--- config.mk ---
export PLATFORM = sky130hd
export DESIGN_NAME = bldc_sensorless_commutator
export DESIGN_NICKNAME = d
export VERILOG_FILES = /design/src/sv/bsc_pkg.sv /design/src/sv/bsc_cfg.sv /design/src/sv/bsc_core.sv /design/src/sv/bldc_sensorless_commutator.sv
export VERILOG_INCLUDE_DIRS = /design/src /design/src/sv
export SDC_FILE = /design/constraint.sdc
export NUM_CORES = 2
export LEC_CHECK = 0
export BUFFER_PORTS_ARGS = -buffer_cell sky130_fd_sc_hd__buf_2
export CAP_MARGIN = 20
export CORE_UTILIZATION = 60
export CTS_CLUSTER_DIAMETER = 30
export DETAILED_ROUTE_END_ITERATION = 8
export MAX_ROUTING_LAYER = met4
export PLACE_DENSITY = 0.78
export REMOVE_ABC_BUFFERS = 1
export SLEW_MARGIN = 0
export SYNTH_ARGS = -nofsm -noshare
export SYNTH_HDL_FRONTEND = slang
export SYNTH_SLANG_ARGS = --single-unit
--- constraint.sdc ---
create_clock -name clk -period 12 [get_ports clk]
set_input_delay 1.2 -clock clk [delete_from_list [all_inputs] [get_ports clk]]
set_output_delay 1.2 -clock clk [all_outputs]
set_load 0.02 [all_outputs]
--- src/sv/assert_macros.svh ---
// Assertion macros for the commutator RTL.
// No dependencies; included by files that carry concurrent checks.
`ifndef ASSERT_MACROS_SVH
`define ASSERT_MACROS_SVH

// Clocked property, disabled while reset is asserted.
`define ASSERT_CLK(label, clk, rst_n, prop, msg) \
	label: assert property (@(posedge clk) disable iff (!rst_n) (prop)) else $error(msg);

// Clocked condition that must never be true outside reset.
`define ASSERT_NEVER(label, clk, rst_n, cond, msg) \
	label: assert property (@(posedge clk) disable iff (!rst_n) !(cond)) else $error(msg);

`endif

--- src/sv/bsc_pkg.sv ---
// Shared types, codes, constants and small functions of the sensorless commutator.
// No dependencies; imported by every module of the block.
package bsc_pkg;

	localparam int DEF_TIME_BITS   = 32;
	localparam int DEF_ADC_BITS    = 12;
	localparam int CFG_DATA_BITS   = 32;
	localparam int CFG_INDEX_BITS  = 3;
	localparam int STEPS_PER_ROUND = 6;
	localparam int SUPPLY_GAIN     = 12;
	localparam int LOST_MAX        = 10;
	localparam int GOOD_MAX        = 6;

	localparam logic [31:0] RST_START_PERIOD = 32'd10000;
	localparam logic [7:0]  RST_START_ROUNDS = 8'd4;
	localparam logic [31:0] RST_INIT_ZC      = 32'd3000;
	localparam logic [31:0] RST_RUN_LIMIT    = 32'hFFFF_FFFF;

	typedef enum logic [1:0] {
		MODE_START = 2'd0,
		MODE_TIMER = 2'd1,
		MODE_ADC   = 2'd2
	} mode_t;

	typedef enum logic [1:0] {
		RUN_STOP   = 2'd0,
		RUN_START  = 2'd1,
		RUN_CLOSED = 2'd2
	} run_t;

	typedef enum logic [1:0] {
		EVT_NONE  = 2'd0,
		EVT_ZC    = 2'd1,
		EVT_LOST  = 2'd2,
		EVT_LIMIT = 2'd3
	} evt_t;

	typedef enum logic [CFG_INDEX_BITS-1:0] {
		REG_START_PERIOD = 3'd0,
		REG_START_ROUNDS = 3'd1,
		REG_INIT_ZC      = 3'd2,
		REG_RUN_LIMIT    = 3'd3,
		REG_STIM_SELECT  = 3'd4,
		REG_SENSE_SELECT = 3'd5
	} reg_idx_t;

	typedef struct packed {
		logic [31:0] start_period;
		logic [7:0]  start_rounds;
		logic [31:0] initial_zc_period;
		logic [31:0] run_limit;
		logic [11:0] stim_select;
		logic [11:0] sense_select;
	} cfg_t;

	typedef struct packed {
		logic        drive_update;
		logic [2:0]  phase;
		logic [2:0]  high_side;
		logic        compare_valid;
		logic [31:0] compare_time;
		logic [1:0]  motor_state;
		logic [1:0]  event_code;
		logic [31:0] lost_total;
	} res_t;

	function automatic logic [2:0] next_phase(input logic [2:0] ph);
		return (ph >= 3'd6) ? 3'd1 : ph + 3'd1;
	endfunction

	function automatic logic [2:0] high_side_of(input logic [2:0] ph);
		logic [2:0] hs;
		unique case (ph)
			3'd1, 3'd2: hs = 3'b001;
			3'd3, 3'd4: hs = 3'b010;
			3'd5, 3'd6: hs = 3'b100;
			default:    hs = 3'b000;
		endcase
		return hs;
	endfunction

	function automatic logic [1:0] chan_of(input logic [11:0] sel, input logic [2:0] ph);
		logic [1:0] ch;
		unique case (ph)
			3'd2:    ch = sel[3:2];
			3'd3:    ch = sel[5:4];
			3'd4:    ch = sel[7:6];
			3'd5:    ch = sel[9:8];
			3'd6:    ch = sel[11:10];
			default: ch = sel[1:0];
		endcase
		return ch;
	endfunction

endpackage

--- src/sv/bsc_cfg.sv ---
// Configuration register file of the sensorless commutator.
// Depends on bsc_pkg for the register index codes, reset values and cfg_t.
module bsc_cfg (
	input  logic                                  clk,
	input  logic                                  arst_n,
	input  logic                                  cfg_we,
	input  logic [bsc_pkg::CFG_INDEX_BITS-1:0]    cfg_index,
	input  logic [bsc_pkg::CFG_DATA_BITS-1:0]     cfg_data,
	output bsc_pkg::cfg_t                         cfg
);
	import bsc_pkg::*;

	cfg_t cfg_q;

	always_ff @(posedge clk or negedge arst_n) begin
		if (!arst_n) begin
			cfg_q.start_period      <= RST_START_PERIOD;
			cfg_q.start_rounds      <= RST_START_ROUNDS;
			cfg_q.initial_zc_period <= RST_INIT_ZC;
			cfg_q.run_limit         <= RST_RUN_LIMIT;
			cfg_q.stim_select       <= '0;
			cfg_q.sense_select      <= '0;
		end else if (cfg_we) begin
			unique case (cfg_index)
				REG_START_PERIOD: cfg_q.start_period      <= cfg_data[31:0];
				REG_START_ROUNDS: cfg_q.start_rounds      <= cfg_data[7:0];
				REG_INIT_ZC:      cfg_q.initial_zc_period <= cfg_data[31:0];
				REG_RUN_LIMIT:    cfg_q.run_limit         <= cfg_data[31:0];
				REG_STIM_SELECT:  cfg_q.stim_select       <= cfg_data[11:0];
				REG_SENSE_SELECT: cfg_q.sense_select      <= cfg_data[11:0];
				default: ;
			endcase
		end
	end

	assign cfg = cfg_q;

endmodule

--- src/sv/bsc_core.sv ---
// Commutation state and per-item next-state logic of the sensorless commutator.
// Depends on bsc_pkg and assert_macros.svh; state advances when the top level transfers an item.
`include "assert_macros.svh"

module bsc_core #(
	parameter int TIME_BITS = bsc_pkg::DEF_TIME_BITS,
	parameter int ADC_BITS  = bsc_pkg::DEF_ADC_BITS
) (
	input  logic                 clk,
	input  logic                 arst_n,
	input  bsc_pkg::cfg_t        cfg,
	input  logic                 adv,
	input  logic [1:0]           mode,
	input  logic [TIME_BITS-1:0] now,
	input  logic [ADC_BITS-1:0]  volt_a,
	input  logic [ADC_BITS-1:0]  volt_b,
	input  logic [ADC_BITS-1:0]  volt_c,
	input  logic [ADC_BITS-1:0]  supply_sample,
	output bsc_pkg::res_t        res
);
	import bsc_pkg::*;

	localparam int SW = ADC_BITS + 4;

	typedef logic [TIME_BITS-1:0] tm_t;

	function automatic tm_t shrink(input tm_t p);
		logic [TIME_BITS+3:0] x;
		x = {p, 4'b0000} - {4'b0000, p};
		return x[TIME_BITS+3:4];
	endfunction

	function automatic logic is_earlier(input tm_t a, input tm_t b);
		tm_t d;
		d = a - b;
		return d[TIME_BITS-1];
	endfunction

	function automatic logic [ADC_BITS-1:0] sample_of(
		input logic [1:0] ch, input logic [ADC_BITS-1:0] s0, input logic [ADC_BITS-1:0] s1,
		input logic [ADC_BITS-1:0] s2, input logic [ADC_BITS-1:0] s3);
		logic [ADC_BITS-1:0] v;
		unique case (ch)
			2'd0:    v = s0;
			2'd1:    v = s1;
			2'd2:    v = s2;
			default: v = s3;
		endcase
		return v;
	endfunction

	run_t        run_q, run_d;
	logic [2:0]  phase_q, phase_d;
	logic [15:0] start_cnt_q, start_cnt_d;
	tm_t         open_q, open_d;
	tm_t         last_cmp_q, last_cmp_d;
	tm_t         zc_per_q, zc_per_d;
	tm_t         last_zc_q, last_zc_d;
	tm_t         win_open_q, win_open_d;
	tm_t         win_close_q, win_close_d;
	logic        falling_q, falling_d;
	logic        valid_seen_q, valid_seen_d;
	tm_t         last_valid_q, last_valid_d;
	logic [2:0]  good_q, good_d;
	logic [3:0]  lost_q, lost_d;
	logic [31:0] lost_sum_q, lost_sum_d;
	logic [31:0] zc_cnt_q, zc_cnt_d;

	tm_t                 p0, ct_start, ct_open, zc_init;
	tm_t                 zt, zc_sum, zc_new, eighth, wo_new, wc_new, ct_zc;
	logic [10:0]         rounds6;
	logic [15:0]         cnt_inc;
	logic                enter_closed;
	logic [ADC_BITS-1:0] stim, sense;
	logic [SW-1:0]       supply12;
	logic                qualified, cross_hit, late, in_win, lost_stop, at_limit;
	logic [3:0]          lost_inc;
	logic [2:0]          good_inc, phase_nx;
	logic [31:0]         zc_inc;

	logic       drive, cvalid, found;
	logic [2:0] drv_phase;
	evt_t       evt;
	tm_t        ct;

	assign p0           = TIME_BITS'(cfg.start_period);
	assign ct_start     = now + p0;
	assign ct_open      = last_cmp_q + open_q;
	assign zc_init      = TIME_BITS'(cfg.initial_zc_period);
	assign rounds6      = 11'(cfg.start_rounds) * 11'(STEPS_PER_ROUND);
	assign cnt_inc      = start_cnt_q + 16'd1;
	assign enter_closed = cnt_inc > 16'(rounds6);

	assign stim  = sample_of(chan_of(cfg.stim_select, phase_q),
		volt_a, volt_b, volt_c, supply_sample);
	assign sense = sample_of(chan_of(cfg.sense_select, phase_q),
		volt_a, volt_b, volt_c, supply_sample);
	assign supply12  = SW'(supply_sample) * SW'(SUPPLY_GAIN);
	assign qualified = SW'(stim) > supply12;
	assign cross_hit = ({sense, 1'b0} < {1'b0, stim}) != falling_q;

	assign late      = is_earlier(win_close_q, now);
	assign in_win    = !is_earlier(now, win_open_q);
	assign lost_inc  = lost_q + 4'd1;
	assign lost_stop = lost_inc > 4'(LOST_MAX);
	assign good_inc  = good_q + 3'd1;

	assign zt     = valid_seen_q ? ((now - last_valid_q) >> 1) + last_valid_q : now;
	assign zc_sum = (zc_per_q << 3) - zc_per_q + zt - last_zc_q;
	assign zc_new = zc_sum >> 3;
	assign eighth = zc_new >> 3;
	assign wo_new = zt + (eighth << 2) + eighth;
	assign wc_new = wo_new + zc_new;
	assign ct_zc  = zt + (zc_new >> 1);

	assign zc_inc   = zc_cnt_q + 32'd1;
	assign at_limit = zc_inc > cfg.run_limit;
	assign phase_nx = next_phase(phase_q);

	always_comb begin
		run_d        = run_q;
		phase_d      = phase_q;
		start_cnt_d  = start_cnt_q;
		open_d       = open_q;
		last_cmp_d   = last_cmp_q;
		zc_per_d     = zc_per_q;
		last_zc_d    = last_zc_q;
		win_open_d   = win_open_q;
		win_close_d  = win_close_q;
		falling_d    = falling_q;
		valid_seen_d = valid_seen_q;
		last_valid_d = last_valid_q;
		good_d       = good_q;
		lost_d       = lost_q;
		lost_sum_d   = lost_sum_q;
		zc_cnt_d     = zc_cnt_q;
		drive        = 1'b0;
		drv_phase    = phase_q;
		evt          = EVT_NONE;
		cvalid       = 1'b0;
		ct           = '0;
		found        = 1'b0;

		unique case (mode)
			MODE_START: begin
				run_d       = RUN_START;
				phase_d     = 3'd1;
				start_cnt_d = '0;
				drive       = 1'b1;
				drv_phase   = 3'd1;
				ct          = ct_start;
				cvalid      = 1'b1;
				last_cmp_d  = ct_start;
				open_d      = shrink(p0);
			end
			MODE_TIMER: begin
				if (run_q != RUN_STOP) begin
					drive = 1'b1;
				end
				if (run_q == RUN_START) begin
					ct          = ct_open;
					cvalid      = 1'b1;
					last_cmp_d  = ct_open;
					open_d      = shrink(open_q);
					start_cnt_d = cnt_inc;
					phase_d     = phase_nx;
					if (enter_closed) begin
						run_d        = RUN_CLOSED;
						zc_per_d     = zc_init;
						last_zc_d    = now - (zc_init >> 1);
						win_open_d   = now + (zc_init >> 2);
						win_close_d  = now + (zc_init >> 2) + (zc_init >> 1);
						ct           = now + zc_init;
						phase_d      = 3'd1;
						falling_d    = 1'b0;
						valid_seen_d = 1'b0;
						last_valid_d = '1;
						zc_cnt_d     = '0;
					end
				end
			end
			MODE_ADC: begin
				if (run_q == RUN_CLOSED && in_win) begin
					if (late) begin
						good_d     = '0;
						lost_d     = lost_inc;
						lost_sum_d = lost_sum_q + 32'd1;
						if (lost_stop) begin
							lost_d    = '0;
							run_d     = RUN_STOP;
							phase_d   = '0;
							drive     = 1'b1;
							drv_phase = '0;
							evt       = EVT_LOST;
						end else begin
							found = 1'b1;
						end
					end else if (qualified) begin
						if (cross_hit) begin
							good_d = good_inc;
							if (good_inc > 3'(GOOD_MAX)) begin
								good_d = 3'(GOOD_MAX);
								lost_d = '0;
							end
							found = 1'b1;
						end else begin
							last_valid_d = now;
							valid_seen_d = 1'b1;
						end
					end
					if (found) begin
						zc_per_d     = zc_new;
						last_zc_d    = zt;
						win_open_d   = wo_new;
						win_close_d  = wc_new;
						ct           = ct_zc;
						cvalid       = 1'b1;
						falling_d    = !falling_q;
						phase_d      = phase_nx;
						valid_seen_d = 1'b0;
						last_valid_d = '1;
						zc_cnt_d     = zc_inc;
						evt          = EVT_ZC;
						drv_phase    = phase_nx;
						if (at_limit) begin
							lost_d    = '0;
							run_d     = RUN_STOP;
							phase_d   = '0;
							drive     = 1'b1;
							evt       = EVT_LIMIT;
							drv_phase = '0;
						end
					end
				end
			end
			default: ;
		endcase

		res.drive_update  = drive;
		res.phase         = drv_phase;
		res.high_side     = high_side_of(drv_phase);
		res.compare_valid = cvalid;
		res.compare_time  = cvalid ? 32'(ct) : 32'd0;
		res.motor_state   = run_d;
		res.event_code    = evt;
		res.lost_total    = lost_sum_d;
	end

	always_ff @(posedge clk or negedge arst_n) begin
		if (!arst_n) begin
			run_q        <= RUN_STOP;
			phase_q      <= '0;
			start_cnt_q  <= '0;
			open_q       <= '0;
			last_cmp_q   <= '0;
			zc_per_q     <= '0;
			last_zc_q    <= '0;
			win_open_q   <= '0;
			win_close_q  <= '0;
			falling_q    <= 1'b0;
			valid_seen_q <= 1'b0;
			last_valid_q <= '1;
			good_q       <= '0;
			lost_q       <= '0;
			lost_sum_q   <= '0;
			zc_cnt_q     <= '0;
		end else if (adv) begin
			run_q        <= run_d;
			phase_q      <= phase_d;
			start_cnt_q  <= start_cnt_d;
			open_q       <= open_d;
			last_cmp_q   <= last_cmp_d;
			zc_per_q     <= zc_per_d;
			last_zc_q    <= last_zc_d;
			win_open_q   <= win_open_d;
			win_close_q  <= win_close_d;
			falling_q    <= falling_d;
			valid_seen_q <= valid_seen_d;
			last_valid_q <= last_valid_d;
			good_q       <= good_d;
			lost_q       <= lost_d;
			lost_sum_q   <= lost_sum_d;
			zc_cnt_q     <= zc_cnt_d;
		end
	end

	`ASSERT_CLK(a_fault_stops, clk, arst_n, (adv && (res.event_code == EVT_LOST || res.event_code == EVT_LIMIT)) |=> (run_q == RUN_STOP && phase_q == 3'd0), "stop event left motor running")
	`ASSERT_CLK(a_phase_off_iff_stop, clk, arst_n, (run_q == RUN_STOP) == (phase_q == 3'd0), "phase and run state disagree")
	`ASSERT_NEVER(a_lost_bound, clk, arst_n, lost_q > 4'(LOST_MAX), "lost window count past stop bound")
	`ASSERT_NEVER(a_good_bound, clk, arst_n, good_q > 3'(GOOD_MAX), "good crossing count past saturation")
	`ASSERT_CLK(a_hold_on_stall, clk, arst_n, !adv |=> ($stable(run_q) && $stable(lost_sum_q) && $stable(zc_cnt_q)), "state moved without a transfer")

endmodule

--- src/sv/bldc_sensorless_commutator.sv ---
// Top level of the sensorless BLDC commutator: input stage, result stage, handshakes.
// Depends on bsc_pkg, bsc_cfg and bsc_core.
//
// Usage:
//   Input channel (in_valid/in_ready) carries one item: a start command, a
//   commutation timer event or an ADC sample set, selected by mode, with the
//   current time now. Every transferred item yields exactly one result on the
//   output channel (out_valid/out_ready): drive pattern, next compare time,
//   motor state, event code and running lost-window total.
//   Output: an item is held in the input stage, its result is registered
//   in the result stage and waits there until taken.
//   Throughput: one item per cycle while out_ready holds; the commutation state
//   is updated as an item moves from the input stage to the result stage.
//   Receiver stall: the result stage holds, the input stage keeps one more
//   item, then in_ready drops until out_ready returns.
//   Reset: both stages empty, motor stopped, phase off, counters cleared,
//   configuration registers back to their defaults.
//   Configuration: cfg_we/cfg_index/cfg_data, one register per cycle, written
//   while no item is in flight.
module bldc_sensorless_commutator #(
	parameter int TIME_BITS = bsc_pkg::DEF_TIME_BITS,
	parameter int ADC_BITS  = bsc_pkg::DEF_ADC_BITS
) (
	input  logic                               clk,
	input  logic                               arst_n,
	input  logic                               cfg_we,
	input  logic [bsc_pkg::CFG_INDEX_BITS-1:0] cfg_index,
	input  logic [bsc_pkg::CFG_DATA_BITS-1:0]  cfg_data,
	input  logic                               in_valid,
	output logic                               in_ready,
	input  logic [1:0]                         mode,
	input  logic [TIME_BITS-1:0]               now,
	input  logic [ADC_BITS-1:0]                volt_a,
	input  logic [ADC_BITS-1:0]                volt_b,
	input  logic [ADC_BITS-1:0]                volt_c,
	input  logic [ADC_BITS-1:0]                supply_sample,
	output logic                               out_valid,
	input  logic                               out_ready,
	output logic                               drive_update,
	output logic [2:0]                         phase,
	output logic [2:0]                         high_side,
	output logic                               compare_valid,
	output logic [31:0]                        compare_time,
	output logic [1:0]                         motor_state,
	output logic [1:0]                         event_code,
	output logic [31:0]                        lost_total
);
	import bsc_pkg::*;

	cfg_t cfg;
	res_t res;

	logic                 valid_s1;
	logic [1:0]           mode_s1;
	logic [TIME_BITS-1:0] now_s1;
	logic [ADC_BITS-1:0]  volt_a_s1, volt_b_s1, volt_c_s1, supply_s1;
	logic                 valid_s2;
	res_t                 res_s2;
	logic                 adv;

	assign adv      = valid_s1 && (!valid_s2 || out_ready);
	assign in_ready = !valid_s1 || adv;

	bsc_cfg u_cfg (
		.clk       (clk),
		.arst_n    (arst_n),
		.cfg_we    (cfg_we),
		.cfg_index (cfg_index),
		.cfg_data  (cfg_data),
		.cfg       (cfg)
	);

	bsc_core #(
		.TIME_BITS (TIME_BITS),
		.ADC_BITS  (ADC_BITS)
	) u_core (
		.clk           (clk),
		.arst_n        (arst_n),
		.cfg           (cfg),
		.adv           (adv),
		.mode          (mode_s1),
		.now           (now_s1),
		.volt_a        (volt_a_s1),
		.volt_b        (volt_b_s1),
		.volt_c        (volt_c_s1),
		.supply_sample (supply_s1),
		.res           (res)
	);

	always_ff @(posedge clk or negedge arst_n) begin
		if (!arst_n) begin
			valid_s1 <= 1'b0;
		end else if (in_ready) begin
			valid_s1 <= in_valid;
		end
	end

	always_ff @(posedge clk) begin
		if (in_valid && in_ready) begin
			mode_s1   <= mode;
			now_s1    <= now;
			volt_a_s1 <= volt_a;
			volt_b_s1 <= volt_b;
			volt_c_s1 <= volt_c;
			supply_s1 <= supply_sample;
		end
	end

	always_ff @(posedge clk or negedge arst_n) begin
		if (!arst_n) begin
			valid_s2 <= 1'b0;
		end else if (adv) begin
			valid_s2 <= 1'b1;
		end else if (out_ready) begin
			valid_s2 <= 1'b0;
		end
	end

	always_ff @(posedge clk) begin
		if (adv) begin
			res_s2 <= res;
		end
	end

	assign out_valid     = valid_s2;
	assign drive_update  = res_s2.drive_update;
	assign phase         = res_s2.phase;
	assign high_side     = res_s2.high_side;
	assign compare_valid = res_s2.compare_valid;
	assign compare_time  = res_s2.compare_time;
	assign motor_state   = res_s2.motor_state;
	assign event_code    = res_s2.event_code;
	assign lost_total    = res_s2.lost_total;

endmodule
==> impl_metrics.csv <==
group,metric,value,unit
setup_path,path_class,"reg -> reg",
floorplanning,initial_utilization,0.607,
cts,cts_inserted_buffers,167,
cts,cts_hold_buf,0,
sta,fin_crit,11490,ps
global_route,met1_usage,0.478,
yosys,synth_top_area_frac,0.173,
yosys,ys_warn_count,0,
yosys,yosys-top-cells-count,"ha_1, nand2_1, inv_1, o21ai_0, a21oi_1",
cts,clock_sinks,606,
setup_path,cp.required,12700,ps
drt,num_vias,48400,
final_layout,finalNetCount,7240,
sta,slew_viol_final,0,
final_layout,syn_to_final_growth,17.3,%
yosys,synthMostInstantiatedCell,"ha_1",
yosys,yosysSeqAreaShare,0.299,
global_route,grt_use_met2,0.591,
drt,route.detailed.drc,48,
setup_path,r2r-start,"u_core.last_valid_q[1]",
yosys,ys_types,118,
sta,skew,53.4,ps
sta,max_freq,87.1,MHz
sta,hold_viol,0,
global_route,grt_pass1_vias,48300,
cts,clkLatencyLatePin,780,ps
setup_path,cp-start-kind,"flip-flop",
drt,antenna_left,0,
final_layout,fillers,6674,
global_route,antenna_found_initial,2,
floorplanning,io_pins,200,
floorplanning,dieHeight,301,µm
global_route,grt_max_degree,212,
sta,min_period_over_period,0.957,
outcome,violations,"DRC",
yosys,synth.area.top_cells,"dfrtp_1, ha_1, edfxtp_1, xnor2_1, o21ai_0",
sta,max-slew-margin-rel,0.263,
cts,cts-htree-levels,4,
setup_path,critPathLaunch,"u_core.last_valid_q[1]",
setup_path,rr_endpoint,"u_core.win_close_q[31]",
yosys,synth-async-reset-ratio,0.739,
flow_run,maxCapViolations,0,
sta,tightest_slew,1100,ps
floorplanning,fp.dieW,301,µm
global_route,grt_pass1_wl,260000,µm
global_route,grt.busiest_layer,"met2",
placed_design,routabilityCongestion,0.999,
drt,routedWlPerCell,21.5,µm
setup_path,critical_path.max_stage_delay,680,ps
final_layout,drive_gt1_frac,0.144,
yosys,syn_inst,6115,
yosys,synth_flop_cell,"dfrtp_1",
outcome,status,"complete, but fails checks",
drt,drt_iter0_markers,4312,
cts,cts_tree,"done",
cts,clk_pin_slew,40,ps
setup_path,path_common_cell,"ha_1",
yosys,yosys_register_bits,606,
setup_path,arrival,12180,ps
floorplanning,core_area,0.0885,mm²
cts,clockBufferDepth,3,
setup_path,end_kind,"flip-flop",
drt,firstDrtPassIters,8,
yosys,synth.avg_cell_area,8.79,µm²
setup_path,critical_path.max_fanout,9,
yosys,yosysTopAreaCell,"dfrtp_1",
yosys,synth-edff-count,158,
global_route,met3_usage,0.0650,
floorplanning,rows,109,
placed_design,io_buffers,199,
drt,viasPerCell,6.23,
yosys,syn_area,0.0537,mm²
placed_design,dp_hpwl,125000,µm
sta,setup_viol,0,
worst_hold_path,hold_path.class,"in -> async",
setup_path,worst_path_max_delay_cell,"a2111oi_1",
setup_path,r2r_slack,510,ps
sta,hold_slack,413,ps
cts,cts_root_buffer,"clkbuf_16",
floorplanning,dieArea,0.0907,mm²
setup_path,critPathCapture,"u_core.win_close_q[31]",
global_route,grt_usage,0.377,
setup_path,r2r_cells,52,
global_route,grt_overflow,0,
drt,totalWireLength,167000,µm
[cell families after synthesis]
group / synth area share
buf+inv: 0.0493
fa+ha+maj: 0.168
compound gates: 0.214
simple gates: 0.140
mux: 0.0455
xor+xnor: 0.0837
flops: 0.299
[flip-flops by register name (all words and copies together), names as in the netlist, 16 cells and up]
signal and count:
u_core.lost_sum_q 32, u_core.win_close_q 32, u_cfg.cfg 128, now_s1 32, u_core.zc_per_q 32, lost_total 32, u_core.last_valid_q 32, u_core.open_q 32
u_core.last_cmp_q 32, u_core.start_cnt_q 16, u_core.last_zc_q 32, u_core.zc_cnt_q 32, u_core.win_open_q 32, compare_time 32
[cell type report]
| class | count | area [µm²] | area share |
|---|---|---|---|
| clock buffer | 207 | 4540 | 0.0721 |
| inverter | 513 | 1930 | 0.0306 |
| tap | 1165 | 1460 | 0.0231 |
| sequential | 606 | 16100 | 0.255 |
| antenna | 3 | 7.51 | 0.000119 |
| timing repair buffer | 345 | 2150 | 0.0342 |
| clock inverter | 109 | 1470 | 0.0234 |
| multi-input combinational | 4816 | 35400 | 0.562 |
[how the worst min path moves through the flow]
stage / startpoint / endpoint / slack [ps] / cells after the start
2_1_floorplan: u_core.win_close_q[0] / u_core.win_close_q[0] / 440 / 2
3_3_place_gp: u_core.win_close_q[0] / u_core.win_close_q[0] / 460 / 2
3_5_place_dp: u_core.zc_per_q[14] / u_core.zc_per_q[14] / 470 / 2
4_1_cts: arst_n / u_core.start_cnt_q[8] / 440 / 1
5_1_grt: arst_n / u_core.start_cnt_q[8] / 480 / 1
6_report: arst_n / u_core.start_cnt_q[8] / 410 / 1
[critical path: cells and delay by family, from the launching register on]
family	cells	cell delay (ps)
AND/OR/NAND/NOR	8	1130
XOR/XNOR	5	870
AO/OA/AOI/OAI	26	5580
adder cells (fa/ha/maj)	7	2480
flip-flops	1	560
multiplexers	1	90
buffers and inverters	5	740
[placed cells by master, fill, tap and decap left out, drive strengths merged, types with 19 or more instances in the layout]
master	netlist	routed
and3	63	63
ha	593	593
a21o	262	262
nand2	567	567
nand3	138	138
inv	511	524
a211oi	64	64
a221oi	19	19
buf	49	344
xor2	172	172
xnor2	340	340
or3	20	20
mux2	93	93
o21bai	48	48
o21ai	498	498
dfrtp	371	371
and2	28	28
nor2	402	402
a21oi	437	437
nand4	56	56
fa	76	76
nand2b	71	71
nor3	88	88
o22a	33	33
bufinv	0	24
nor2b	75	75
clkinv	2	56
or2	24	24
o211ai	57	57
a31oi	51	51
clkbuf	131	208
o21a	74	74
edfxtp	158	158
o31ai	44	44
mux2i	136	136
dfstp	77	77
[repair_timing]
item                                    4_1_cts  5_1_grt
buffers inserted                              0        6
endpoints found under the setup margin        5       16
gates resized for setup                       2       80
pin swaps                                     0       19
[metal layers]
metal	wire, µm	vias up
li1	-	22600
met1	69600	23400
met2	76700	1985
met3	13500	417
met4	6840	0
met5	0	-
[per-stage QoR]
step / cells / setup TNS [ps] / setup slack (ps) / utilization / cell area [µm²]
5_1_grt: 7763 / -208 / -56.5 / 0.712 / 63000
2_1_floorplan: 5935 / 0 / 79.5 / - / 53000
3_5_place_dp: 7438 / -176 / -61.8 / 0.640 / 56600
4_1_cts: 7754 / 0 / 65.3 / 0.708 / 62700
3_3_place_gp: 7438 / 0 / 172 / 0.640 / 56600
6_report: 7764 / 0 / 512 / 0.712 / 63000
Power is left out: the tool's default activity adds up to more than one toggle a clock period on the data nets, which glitch-free logic cannot reach.
